`src/rtl/hoa_pkg.sv`:
```
// Types, constants and helper functions of the hexatic order accumulator.
package hoa_pkg;

	localparam int MAX_NEIGHBORS = 64;
	localparam int CORDIC_STEPS  = 16;
	localparam int STEPS         = (CORDIC_STEPS > 24) ? 24 : CORDIC_STEPS;

	localparam int COORD_W  = 24;
	localparam int BOX_W    = 23;
	localparam int K_W      = 4;
	localparam int PSI_W    = 24;
	localparam int CNT_W    = $clog2(MAX_NEIGHBORS + 1);
	localparam int FOLD_W   = 26;
	localparam int CW       = 45;
	localparam int ZW       = 34;
	localparam int ANG_W    = 32;
	localparam int STEP_W   = 5;
	localparam int Q16_W    = 18;
	localparam int DIV_STEPS = PSI_W;
	localparam int DSTEP_W  = $clog2(DIV_STEPS);
	localparam int KSTEP_W  = $clog2(K_W);
	localparam int PRESCALE_SH = 16;

	localparam logic signed [CW-1:0]    GAIN_Q30   = 652032874;
	localparam logic signed [CW-1:0]    RND_HALF   = 8192;
	localparam logic signed [CW-1:0]    Q16_ONE    = 65536;
	localparam logic signed [ZW-1:0]    TURN_HALF  = 34'sd2147483648;
	localparam logic signed [ZW-1:0]    TURN_QUART = 34'sd1073741824;

	localparam logic [1:0] CFG_BOX_X = 2'd0;
	localparam logic [1:0] CFG_BOX_Y = 2'd1;
	localparam logic [1:0] CFG_SYM   = 2'd2;

	typedef enum logic [3:0] {
		ST_IDLE,
		ST_PREP,
		ST_VEC,
		ST_MLOAD,
		ST_MUL,
		ST_RLOAD,
		ST_ROT,
		ST_ACC,
		ST_DSTART,
		ST_DIV,
		ST_DONE
	} state_t;

	typedef struct packed {
		logic load;
		logic vec;
		logic step;
	} cordic_ctl_t;

	typedef struct packed {
		logic load;
		logic step;
	} serial_ctl_t;

	// Arctangent of 2^-i as a fraction of a full turn scaled by 2^32.
	function automatic logic [ANG_W-1:0] atan_turn(input logic [STEP_W-1:0] i);
		logic [ANG_W-1:0] r;
		case (i)
			5'd0:    r = 32'd536870912;
			5'd1:    r = 32'd316933406;
			5'd2:    r = 32'd167458907;
			5'd3:    r = 32'd85004756;
			5'd4:    r = 32'd42667331;
			5'd5:    r = 32'd21354465;
			5'd6:    r = 32'd10679838;
			5'd7:    r = 32'd5340245;
			5'd8:    r = 32'd2670163;
			5'd9:    r = 32'd1335087;
			5'd10:   r = 32'd667544;
			5'd11:   r = 32'd333772;
			5'd12:   r = 32'd166886;
			5'd13:   r = 32'd83443;
			5'd14:   r = 32'd41722;
			5'd15:   r = 32'd20861;
			5'd16:   r = 32'd10430;
			5'd17:   r = 32'd5215;
			5'd18:   r = 32'd2608;
			5'd19:   r = 32'd1304;
			5'd20:   r = 32'd652;
			5'd21:   r = 32'd326;
			5'd22:   r = 32'd163;
			5'd23:   r = 32'd81;
			default: r = '0;
		endcase
		return r;
	endfunction

	function automatic logic [4:0] sq3(input logic [2:0] v);
		return 5'(v * v);
	endfunction

	// Single minimum-image step; a zero length leaves the offset alone.
	function automatic logic signed [FOLD_W-1:0] min_image(
		input logic signed [COORD_W-1:0] d,
		input logic [BOX_W-1:0] len
	);
		logic signed [FOLD_W:0] dw;
		logic signed [FOLD_W:0] lw;
		logic signed [FOLD_W:0] r;
		dw = (FOLD_W + 1)'(d);
		lw = $signed({{(FOLD_W + 1 - BOX_W){1'b0}}, len});
		r  = dw;
		if (len != '0) begin
			if ((dw <<< 1) > lw) begin
				r = dw - lw;
			end else if ((dw <<< 1) < -lw) begin
				r = dw + lw;
			end
		end
		return r[FOLD_W-1:0];
	endfunction

endpackage

```
`src/rtl/hoa_kmul.sv`:
```
// Shift-and-add multiplier of the angle by the fold, one bit of the fold per cycle.
module hoa_kmul import hoa_pkg::*; (
	input  logic             clk,
	input  logic             arst_n,
	input  serial_ctl_t      ctl,
	input  logic [ANG_W-1:0] angle,
	input  logic [K_W-1:0]   fold,
	output logic [ANG_W-1:0] prod_q,
	output logic             last
);

	logic [KSTEP_W-1:0] cnt_q;
	logic [ANG_W-1:0]   mcand_q;
	logic [K_W-1:0]     mplier_q;

	assign last = (cnt_q == KSTEP_W'(K_W - 1));

	always_ff @(posedge clk or negedge arst_n) begin
		if (!arst_n) begin
			cnt_q <= '0;
		end else if (ctl.load) begin
			cnt_q <= '0;
		end else if (ctl.step) begin
			cnt_q <= cnt_q + 1'b1;
		end
	end

	// Product wraps modulo one turn, as the angle does.
	always_ff @(posedge clk) begin
		if (ctl.load) begin
			mcand_q  <= angle;
			mplier_q <= fold;
			prod_q   <= '0;
		end else if (ctl.step) begin
			if (mplier_q[0]) begin
				prod_q <= prod_q + mcand_q;
			end
			mcand_q  <= mcand_q << 1;
			mplier_q <= mplier_q >> 1;
		end
	end

endmodule

```
`config.mk`:
```
export PLATFORM = sky130hd
export DESIGN_NAME = hoa_kmul
export DESIGN_NICKNAME = d
export VERILOG_FILES = /design/src/rtl/hoa_pkg.sv /design/src/rtl/hoa_kmul.sv
export SDC_FILE = /design/constraint.sdc
export NUM_CORES = 1
export LEC_CHECK = 0
export BUFFER_PORTS_ARGS = -buffer_cell sky130_fd_sc_hd__buf_2
export CORE_ASPECT_RATIO = 0.9
export CORE_MARGIN = 8
export CORE_UTILIZATION = 50
export DETAILED_ROUTE_END_ITERATION = 7
export GPL_ROUTABILITY_DRIVEN = 0
export GPL_TIMING_DRIVEN = 0
export PLACE_DENSITY = 0.75
export SYNTH_ARGS = -nofsm -noshare
export SYNTH_HDL_FRONTEND = slang
export SYNTH_SLANG_ARGS = --single-unit
```
`constraint.sdc`:
```
create_clock -name clk -period 2.8 [get_ports clk]
set_input_delay 0.42 -clock clk [delete_from_list [all_inputs] [get_ports clk]]
set_output_delay 0.42 -clock clk [all_outputs]
set_load 0.01 [all_outputs]
```
==> results.json <==
{
  "status": "completed",
  "synth-edff-count": 36,
  "dp_slack_ns": -0.251,
  "hp-class": "input port to register",
  "fin_crit_sh_pct": 98.7,
  "cp-end-kind": "register",
  "grt_usage_pct": 19.1,
  "r2r_slack_ns": 0.04,
  "grt_pass1_vias": 4004,
  "ir_worst_vdd_mv": 0.305,
  "synth_area_leader_cell": "edfxtp_1",
  "synth_area_sq_um": 4470,
  "initial_core_util_pct": 51.7,
  "ant_nets": 0,
  "cp.buffers_inverters": 1,
  "cp_num_cells": 10,
  "finalWirelength_um": 11700,
  "num-nets-final": 635,
  "vias": 3996,
  "cts_sinks": 70,
  "utilization_pct": 62.2,
  "synth_cell_types": 56,
  "synth.most_common_cell": "a21oi_1",
  "drive_above_1_share_pct": 26.5,
  "regArea_sq_um": 1770,
  "port_buffers": 71,
  "drv_cap": 0,
  "cts_max_level": 3,
  "p_leak_uw": 0.00230,
  "cts_buffers": 9,
  "yosysTopAreaCellShare_pct": 24.2,
  "drc_errors": 0,
  "cp_data_arrival_time_ns": 3.01,
  "period_needed_ns": 2.76,
  "multiInputGateArea_sq_um": 2650,
  "synth_cells": 473,
  "reg2reg_from": "mcand_q[12]",
  "synth_ff_type": "edfxtp_1",
  "power_density_nw_per_um2": 608,
  "slowest_delay_ns": 0.56,
  "path_delay_family": "simple AND/OR/NAND/NOR gates",
  "setup_ws_ns": 0.0370,
  "die_x_um": 116,
  "die_area_sq_um": 12200,
  "crit_chain": "ha_1, buf_4, nand2_1, o21ai_2, nand2b_4, nor3b_4, a2111oi_4, or4_4, and3_1, a311o_1",
  "core_area_sq_um": 8650,
  "synth_warnings": 0,
  "clk_pin_slew_ns": 0.08,
  "diodes": 0,
  "tritoncts": "built",
  "wire_per_inst_um": 17.0,
  "clk_latency_ns": 0.36,
  "avgSynthCellArea_sq_um": 9.45,
  "ys_top_cells_by_count": "a21oi_1, nand2_1, edfxtp_1",
  "ys_ff_latch": 70,
  "placed_area_sq_um": 4980,
  "required_ns": 3.05,
  "synth_nets": 546,
  "ys_seq_area_share_pct": 39.6,
  "r2r.worst_path.cells": 10,
  "io_pins": 73,
  "gr-total-overflow": 0,
  "nFillCells": 768,
  "critical_path.slowest_cell": "or4_4",
  "slew_headroom_pct": 40.2,
  "tightest_slew_ns": 0.898,
  "critPathLaunchType": "register",
  "synthTopCellsByArea": "edfxtp_1, dfxtp_1, ha_1, mux2_2, a21oi_1",
  "antenna_found_initial": 0,
  "cp-endpoint": "prod_q[30]",
  "synthArstFlopShare_pct": 2.86,
  "cp-startpoint": "mcand_q[12]",
  "fin_area_sq_um": 5380,
  "fmax_mhz": 362,
  "rows": 32,
  "vias_per_cell": 5.83,
  "critPathMaxFanout": 7,
  "hold_slack_ns": 0.338,
  "clock_path_buffers": 2,
  "slew_viol_final": 0,
  "worst_r2r_endpoint": "prod_q[30]",
  "cts-root-buf": "clkbuf_8",
  "grt_first_pass_wirelength_um": 18900,
  "first_pass_iters": 5,
  "setup_viol": 0,
  "hpwlAfterDp_um": 8490,
  "crit_type": "register to register",
  "drtIter0Drc": 204,
  "fp.dieH_um": 106,
  "grt_max_degree": 37,
  "areaGrowthSynthToFinish_pct": 20.2,
  "rsz0062_at_grt": "true",
  "finClkSkew_ns": 0.00854,
  "hold_viol_final": 0
}
-- worst min-delay path by stage --
| stage | cells past startpoint | slack (ns) | to | startpoint |
|---|---|---|---|---|
| after global placement | 1 | 0.20 | cnt_q[1] | arst_n |
| after floorplan | 0 | 0.12 | cnt_q[0] | arst_n |
| final | 2 | 0.34 | mplier_q[3] | fold[3] |
| after global routing | 2 | 0.34 | mcand_q[0] | angle[0] |
| after detailed placement | 1 | 0.21 | cnt_q[1] | arst_n |
| after CTS | 2 | 0.34 | mplier_q[3] | fold[3] |
-- metrics by stage --
stage / std cells / TNS (ns) / power (uW)
after detailed placement: 663 / -7.53 / 2200
after global placement: 663 / -6.03 / 2160
after CTS: 681 / 0 / 3230
after global routing: 686 / -0.0992 / 3430
after floorplan: 473 / 0 / 1950
final: 686 / 0 / 3270
-- state kept, by name (all words and copies together), names as in the netlist --
signal,cells
cnt_q,2
mplier_q,4
prod_q,32
mcand_q,32
-- cell type report --
| class | instances | share of cell area [%] |
|---|---|---|
| buffer | 22 | 1.70 |
| clock buffer | 10 | 2.56 |
| tap | 119 | 2.77 |
| timing repair buffer | 79 | 7.77 |
| inverter | 13 | 0.908 |
| sequential | 70 | 33.0 |
| multi-input combinational | 367 | 49.3 |
| clock inverter | 6 | 2.03 |
-- metal layers --
layer	wire length, um	vias to the layer above	part of all wire (%)	global-route usage (%)
met2	5410	163	46	31.3
li1	-	1924	-	-
met1	5040	1877	43	23.1
met5	0	-	0	0
met4	295	0	2.5	7.96
met3	937	32	8.0	5.36
-- what timing repair did --
item / CTS / global route
pin swaps: 2 / 8
endpoints found under the hold margin: 2 / 0
hold buffers: 1 / 0
gates resized for setup: 8 / 8
buffers inserted: 1 / 6
setup endpoints to repair: 5 / 8
-- logic make-up (layout without fill, tap and decap cells) --
family | count (synthesis) | after routing | synth area share [%]
simple gates | 145 | 145 | 16.0
compound gates | 137 | 137 | 19.6
flops | 70 | 70 | 39.6
mux | 38 | 38 | 9.49
buf+inv | 36 | 130 | 3.22
fa+ha+maj | 33 | 33 | 9.40
xor+xnor | 14 | 14 | 2.74
-- placed cells by master (no fill, tap or decap), types with 4 or more instances in the layout --
cell and count:
a21o_1 17, a21oi_1 55, and2_1 6, and3_1 4, buf_2 72, buf_4 9, clkbuf_1 18, clkbuf_8 10
dfxtp_1 32, edfxtp_1 36, ha_1 30, inv_1 12, mux2_2 34, nand2_1 53, nand3_1 20, nand4_1 4
nor2_1 26, nor3_1 9, o211ai_1 8, o21a_1 8, o21ai_0 13, o21ai_1 5, o21bai_1 4, o31ai_1 5
or3_1 4, xnor2_1 14
-- where the power goes --
part           leakage [uW]  internal, uW  switching (uW)  total [uW]
clock network      0.000116           613             406        1020
logic               0.00153           418             555         973
registers          0.000657          1200            76.4        1280
(Power assumes the default switching activity.)
