<file path="src/rtl/hoa_pkg.sv">
// Types, constants and helper functions of the hexatic order accumulator.
package hoa_pkg;

	localparam int MAX_NEIGHBORS = 64;
	localparam int CORDIC_STEPS  = 16;
	localparam int STEPS         = (CORDIC_STEPS > 24) ? 24 : CORDIC_STEPS;

	localparam int COORD_W  = 24;
	localparam int BOX_W    = 23;
	localparam int K_W      = 4;
	localparam int PSI_W    = 24;
	localparam int CNT_W    = $clog2(MAX_NEIGHBORS + 1);
	localparam int FOLD_W   = 26;
	localparam int CW       = 45;
	localparam int ZW       = 34;
	localparam int ANG_W    = 32;
	localparam int STEP_W   = 5;
	localparam int Q16_W    = 18;
	localparam int DIV_STEPS = PSI_W;
	localparam int DSTEP_W  = $clog2(DIV_STEPS);
	localparam int KSTEP_W  = $clog2(K_W);
	localparam int PRESCALE_SH = 16;

	localparam logic signed [CW-1:0]    GAIN_Q30   = 652032874;
	localparam logic signed [CW-1:0]    RND_HALF   = 8192;
	localparam logic signed [CW-1:0]    Q16_ONE    = 65536;
	localparam logic signed [ZW-1:0]    TURN_HALF  = 34'sd2147483648;
	localparam logic signed [ZW-1:0]    TURN_QUART = 34'sd1073741824;

	localparam logic [1:0] CFG_BOX_X = 2'd0;
	localparam logic [1:0] CFG_BOX_Y = 2'd1;
	localparam logic [1:0] CFG_SYM   = 2'd2;

	typedef enum logic [3:0] {
		ST_IDLE,
		ST_PREP,
		ST_VEC,
		ST_MLOAD,
		ST_MUL,
		ST_RLOAD,
		ST_ROT,
		ST_ACC,
		ST_DSTART,
		ST_DIV,
		ST_DONE
	} state_t;

	typedef struct packed {
		logic load;
		logic vec;
		logic step;
	} cordic_ctl_t;

	typedef struct packed {
		logic load;
		logic step;
	} serial_ctl_t;

	// Arctangent of 2^-i as a fraction of a full turn scaled by 2^32.
	function automatic logic [ANG_W-1:0] atan_turn(input logic [STEP_W-1:0] i);
		logic [ANG_W-1:0] r;
		case (i)
			5'd0:    r = 32'd536870912;
			5'd1:    r = 32'd316933406;
			5'd2:    r = 32'd167458907;
			5'd3:    r = 32'd85004756;
			5'd4:    r = 32'd42667331;
			5'd5:    r = 32'd21354465;
			5'd6:    r = 32'd10679838;
			5'd7:    r = 32'd5340245;
			5'd8:    r = 32'd2670163;
			5'd9:    r = 32'd1335087;
			5'd10:   r = 32'd667544;
			5'd11:   r = 32'd333772;
			5'd12:   r = 32'd166886;
			5'd13:   r = 32'd83443;
			5'd14:   r = 32'd41722;
			5'd15:   r = 32'd20861;
			5'd16:   r = 32'd10430;
			5'd17:   r = 32'd5215;
			5'd18:   r = 32'd2608;
			5'd19:   r = 32'd1304;
			5'd20:   r = 32'd652;
			5'd21:   r = 32'd326;
			5'd22:   r = 32'd163;
			5'd23:   r = 32'd81;
			default: r = '0;
		endcase
		return r;
	endfunction

	function automatic logic [4:0] sq3(input logic [2:0] v);
		return 5'(v * v);
	endfunction

	// Single minimum-image step; a zero length leaves the offset alone.
	function automatic logic signed [FOLD_W-1:0] min_image(
		input logic signed [COORD_W-1:0] d,
		input logic [BOX_W-1:0] len
	);
		logic signed [FOLD_W:0] dw;
		logic signed [FOLD_W:0] lw;
		logic signed [FOLD_W:0] r;
		dw = (FOLD_W + 1)'(d);
		lw = $signed({{(FOLD_W + 1 - BOX_W){1'b0}}, len});
		r  = dw;
		if (len != '0) begin
			if ((dw <<< 1) > lw) begin
				r = dw - lw;
			end else if ((dw <<< 1) < -lw) begin
				r = dw + lw;
			end
		end
		return r[FOLD_W-1:0];
	endfunction

endpackage

</file>
<file path="src/rtl/hoa_serdiv.sv">
// Restoring divider of both sum magnitudes by the fold, one quotient bit per cycle.
module hoa_serdiv import hoa_pkg::*; (
	input  logic             clk,
	input  logic             arst_n,
	input  serial_ctl_t      ctl,
	input  logic [PSI_W-1:0] mag_re,
	input  logic [PSI_W-1:0] mag_im,
	input  logic [K_W-1:0]   divisor,
	output logic [PSI_W-1:0] quo_re_q,
	output logic [PSI_W-1:0] quo_im_q,
	output logic             last
);

	logic [DSTEP_W-1:0] cnt_q;
	logic [K_W-1:0]     dvs_q;
	logic [K_W-1:0]     rem_re_q;
	logic [K_W-1:0]     rem_im_q;
	logic [K_W:0]       try_re;
	logic [K_W:0]       try_im;
	logic               fit_re;
	logic               fit_im;

	assign last = (cnt_q == DSTEP_W'(DIV_STEPS - 1));

	always_comb begin
		try_re = {rem_re_q, quo_re_q[PSI_W-1]};
		try_im = {rem_im_q, quo_im_q[PSI_W-1]};
		fit_re = (try_re >= {1'b0, dvs_q});
		fit_im = (try_im >= {1'b0, dvs_q});
	end

	always_ff @(posedge clk or negedge arst_n) begin
		if (!arst_n) begin
			cnt_q <= '0;
		end else if (ctl.load) begin
			cnt_q <= '0;
		end else if (ctl.step) begin
			cnt_q <= cnt_q + 1'b1;
		end
	end

	// The dividend shifts out at the top while quotient bits shift in below.
	always_ff @(posedge clk) begin
		if (ctl.load) begin
			quo_re_q <= mag_re;
			quo_im_q <= mag_im;
			rem_re_q <= '0;
			rem_im_q <= '0;
			dvs_q    <= divisor;
		end else if (ctl.step) begin
			quo_re_q <= {quo_re_q[PSI_W-2:0], fit_re};
			quo_im_q <= {quo_im_q[PSI_W-2:0], fit_im};
			rem_re_q <= fit_re ? K_W'(try_re - {1'b0, dvs_q}) : try_re[K_W-1:0];
			rem_im_q <= fit_im ? K_W'(try_im - {1'b0, dvs_q}) : try_im[K_W-1:0];
		end
	end

endmodule

</file>
<file path="config.mk">
export PLATFORM = sky130hd
export DESIGN_NAME = hoa_serdiv
export DESIGN_NICKNAME = d
export VERILOG_FILES = /design/src/rtl/hoa_pkg.sv /design/src/rtl/hoa_serdiv.sv
export SDC_FILE = /design/constraint.sdc
export NUM_CORES = 1
export LEC_CHECK = 0
export ABC_CLOCK_PERIOD_IN_PS = 2300
export BUFFER_PORTS_ARGS = -buffer_cell sky130_fd_sc_hd__buf_2
export CAP_MARGIN = 20
export CORE_AREA = 5 5 85 87
export DETAILED_ROUTE_END_ITERATION = 8
export DIE_AREA = 0 0 90 92
export HOLD_SLACK_MARGIN = 0.05
export PLACE_DENSITY = 0.77
export SLEW_MARGIN = 30
export SYNTH_ARGS = -nofsm -noshare
export SYNTH_HDL_FRONTEND = slang
export SYNTH_SLANG_ARGS = --single-unit
</file>
<file path="constraint.sdc">
create_clock -name clk -period 2.3 [get_ports clk]
set_clock_uncertainty 0.2 [all_clocks]
set_input_delay 0.345 -clock clk [delete_from_list [all_inputs] [get_ports clk]]
set_output_delay 0.345 -clock clk [all_outputs]
set_load 0.05 [all_outputs]
</file>
==> out/metrics.yaml <==
outcome: "finished, final reports clean"
fin_total_pwr_mw: 3.66
rr_startpoint: "dvs_q[1]"
num_vias: 2129
powerDensity_nw_per_um2: 918
hold_class: "primary input to flop"
filler_cell_count: 492
globalRouteOverflowTotal: 0
rsz0062_at_grt: "no"
clkSlewWorstSetupHoldPaths_ns: 0.08
die_area_sq_um: 8280
io_buffer_count: 104
cts_tree: "done"
antenna_found_initial: 0
post_drt_via_cell_ratio: 5.26
syn_area_sq_um: 3060
routedWlPerCell_um: 16.6
tns_ns: 0
postSynth.asyncResetShare_pct: 7.69
cp-end-kind: "flop"
syn2layout_area_growth_pct: 30.5
cpPeakStageDelay_ns: 0.44
num_rows: 29
dieHeight_um: 92
clockRootBuffer: "clkbuf_8"
drive_gt1_share_pct: 54.9
slew_headroom_pct: 72.9
crit_path_end: "quo_im_q[0]"
worstMarginPinSlew_ns: 0.405
min_period_ns: 2.19
setup_viol: 0
io_pins: 105
syn_nets: 274
r2r_setup_slack_ns: 0.11
start_kind: "flop"
regToRegEndpoint: "quo_im_q[0]"
maxCapViolCount: 0
synth.distinct_cells: 32
crit_path_start: "dvs_q[1]"
critical_path_required_ns: 2.20
routed_wl_um: 6730
post-cts-setup-buffers: 0
cp_slowest_cell: "edfxtp_1"
final-hold-violation-count: 0
rr_worst_depth: 6
fmax_ghz: 0.457
cts_htree_levels: 3
grt_pass1_wl_um: 10800
ir_worst_vdd_mv: 0.491
ys_seq_area_share_pct: 60.4
leakagePower_nw: 1.71
start_util_pct: 48.7
grt_util_all_layers_pct: 16.5
cts_sinks: 65
cts_max_path_buffers: 2
firstDrtPassIters: 4
crit_type: "flop to flop"
drtAntennaViolNets: 0
synth_edf_count: 52
clk_latency_ns: 0.34
period_share_pct: 95.1
crit_fanout: 6
grt_pass1_vias: 2255
synthFlopType: "edfxtp_1"
synthCells: 207
slew_viol_final: 0
drt_iter0_drc: 122
arrival_ns: 2.08
drc: 0
yosys_register_bits: 65
core_area_sq_um: 6280
cts_buffers: 9
gp_congestion: 0.800
grt_start_max_net_pins: 32
die_w_um: 90
diodes: 0
hpwl_um: 5030
nets: 390
yosys_warnings: 0
path_cells: "inv_2, ha_1, nor2b_4, o31a_1, or2_1, mux2_2"
syn_avg_cell_area_sq_um: 14.8
-- what timing repair did --
action,CTS,global route
hold buffers,5,0
gates resized for setup,0,1
setup endpoints to repair,0,2
endpoints found under the hold margin,9,0
-- state kept, by name (all words and copies together) (netlist names) --
name	count
quo_im_q	24
rem_im_q	4
dvs_q	4
cnt_q	5
rem_re_q	4
quo_re_q	24
-- worst min path at each step --
stage | slack, ns | from | to | cells after the start
finish | 0.10 | mag_re[14] | quo_re_q[14] | 2
global route | 0.08 | mag_im[15] | quo_im_q[15] | 2
CTS | 0.08 | mag_re[20] | quo_re_q[20] | 2
detailed placement | -0.04 | arst_n | cnt_q[4] | 1
global placement | -0.04 | arst_n | cnt_q[4] | 1
floorplan | -0.15 | arst_n | cnt_q[0] | 0
-- layout make-up --
| cell class | count | area [sq um] | share of cell area [%] |
|---|---|---|---|
| tap | 77 | 96.3 | 2.41 |
| clock inverter | 6 | 115 | 2.88 |
| sequential | 65 | 1850 | 46.3 |
| inverter | 9 | 37.5 | 0.940 |
| timing repair buffer | 114 | 621 | 15.5 |
| multi-input combinational | 124 | 1140 | 28.5 |
| clock buffer | 10 | 138 | 3.45 |
-- cells by family after synthesis --
kind of cell             synth area share [%]
AO/OA/AOI/OAI                            4.91
XOR/XNOR                                 1.72
adder cells (fa/ha/maj)                  4.99
buffers and inverters                    2.41
flip-flops                               60.4
multiplexers                             18.0
AND/OR/NAND/NOR                          7.57
-- Yosys cell counts, types with 4 or more instances --
cell	count	area [sq um]
buf_2	5	25.0
ha_1	9	113
o21ai_0	5	25.0
dfrtp_1	5	125
xor2_1	4	35.0
nor4b_1	5	43.8
dfxtp_1	8	160
inv_1	9	33.8
mux2_2	48	541
nand2_1	7	26.3
nand4_1	4	25.0
nor2_1	12	45.0
edfxtp_1	52	1560
-- through the flow --
stage | util [%] | hold WS, ns | cell area (sq um) | setup WS [ns] | cells
after floorplan | - | -0.151 | 3060 | 0.0366 | 207
after global routing | 63.6 | 0.0781 | 3990 | 0.0282 | 405
after CTS | 63.6 | 0.0848 | 3990 | 0.0674 | 405
after global placement | 58.8 | -0.0366 | 3690 | 0.113 | 384
after detailed placement | 58.8 | -0.0374 | 3690 | 0.0803 | 384
final | 63.6 | 0.102 | 3990 | 0.113 | 405
-- cells in the final DEF (no fill, tap or decap) --
| cell type | instances |
|---|---|
| nor3b_1 | 1 |
| o311ai_1 | 3 |
| or3b_2 | 2 |
| clkinv_4 | 2 |
| nand2b_1 | 1 |
| inv_1 | 7 |
| nor4b_1 | 5 |
| o21a_1 | 2 |
| nor2b_4 | 2 |
| dfrtp_1 | 5 |
| fa_1 | 2 |
| buf_12 | 1 |
| or4_1 | 1 |
| o31a_1 | 2 |
| nand4_1 | 4 |
| o21bai_1 | 3 |
| bufinv_16 | 3 |
| clkinvlp_4 | 2 |
| edfxtp_1 | 52 |
| xor2_1 | 4 |
| o41ai_1 | 2 |
| buf_2 | 104 |
| o21ai_0 | 5 |
| nand2_1 | 7 |
| clkbuf_8 | 10 |
| buf_4 | 4 |
| ha_1 | 9 |
| dlygate4sd3_1 | 5 |
| mux2_2 | 48 |
| a311oi_1 | 3 |
| nor2_1 | 12 |
| mux2i_1 | 1 |
| and4b_1 | 1 |
| or2_1 | 1 |
| dfxtp_1 | 8 |
| or2_4 | 1 |
| xnor2_1 | 2 |
| inv_2 | 1 |
-- worst max-delay path: cells and delay by family, from the launching register on --
| kind | cells | cell delay (ns) |
|---|---|---|
| buffers and inverters | 1 | 0.11 |
| multiplexers | 1 | 0.27 |
| adder cells (fa/ha/maj) | 1 | 0.25 |
| AO/OA/AOI/OAI | 1 | 0.29 |
| AND/OR/NAND/NOR | 2 | 0.39 |
| flip-flops | 1 | 0.44 |
-- metal layers --
layer / wire length (um) / GRT usage (%) / up-vias
li1: - / - / 1029
met1: 2730 / 19.1 / 1022
met2: 3350 / 27.0 / 72
met3: 590 / 7.45 / 6
met4: 59 / 6.08 / 0
met5: 0 / 0 / -
-- power by group --
group | switching (mW) | internal (mW) | total, mW
logic | 0.613 | 0.322 | 0.936
clock network | 0.457 | 0.753 | 1.21
registers | 0.0820 | 1.44 | 1.52
Power figures use the tool's default switching activity.
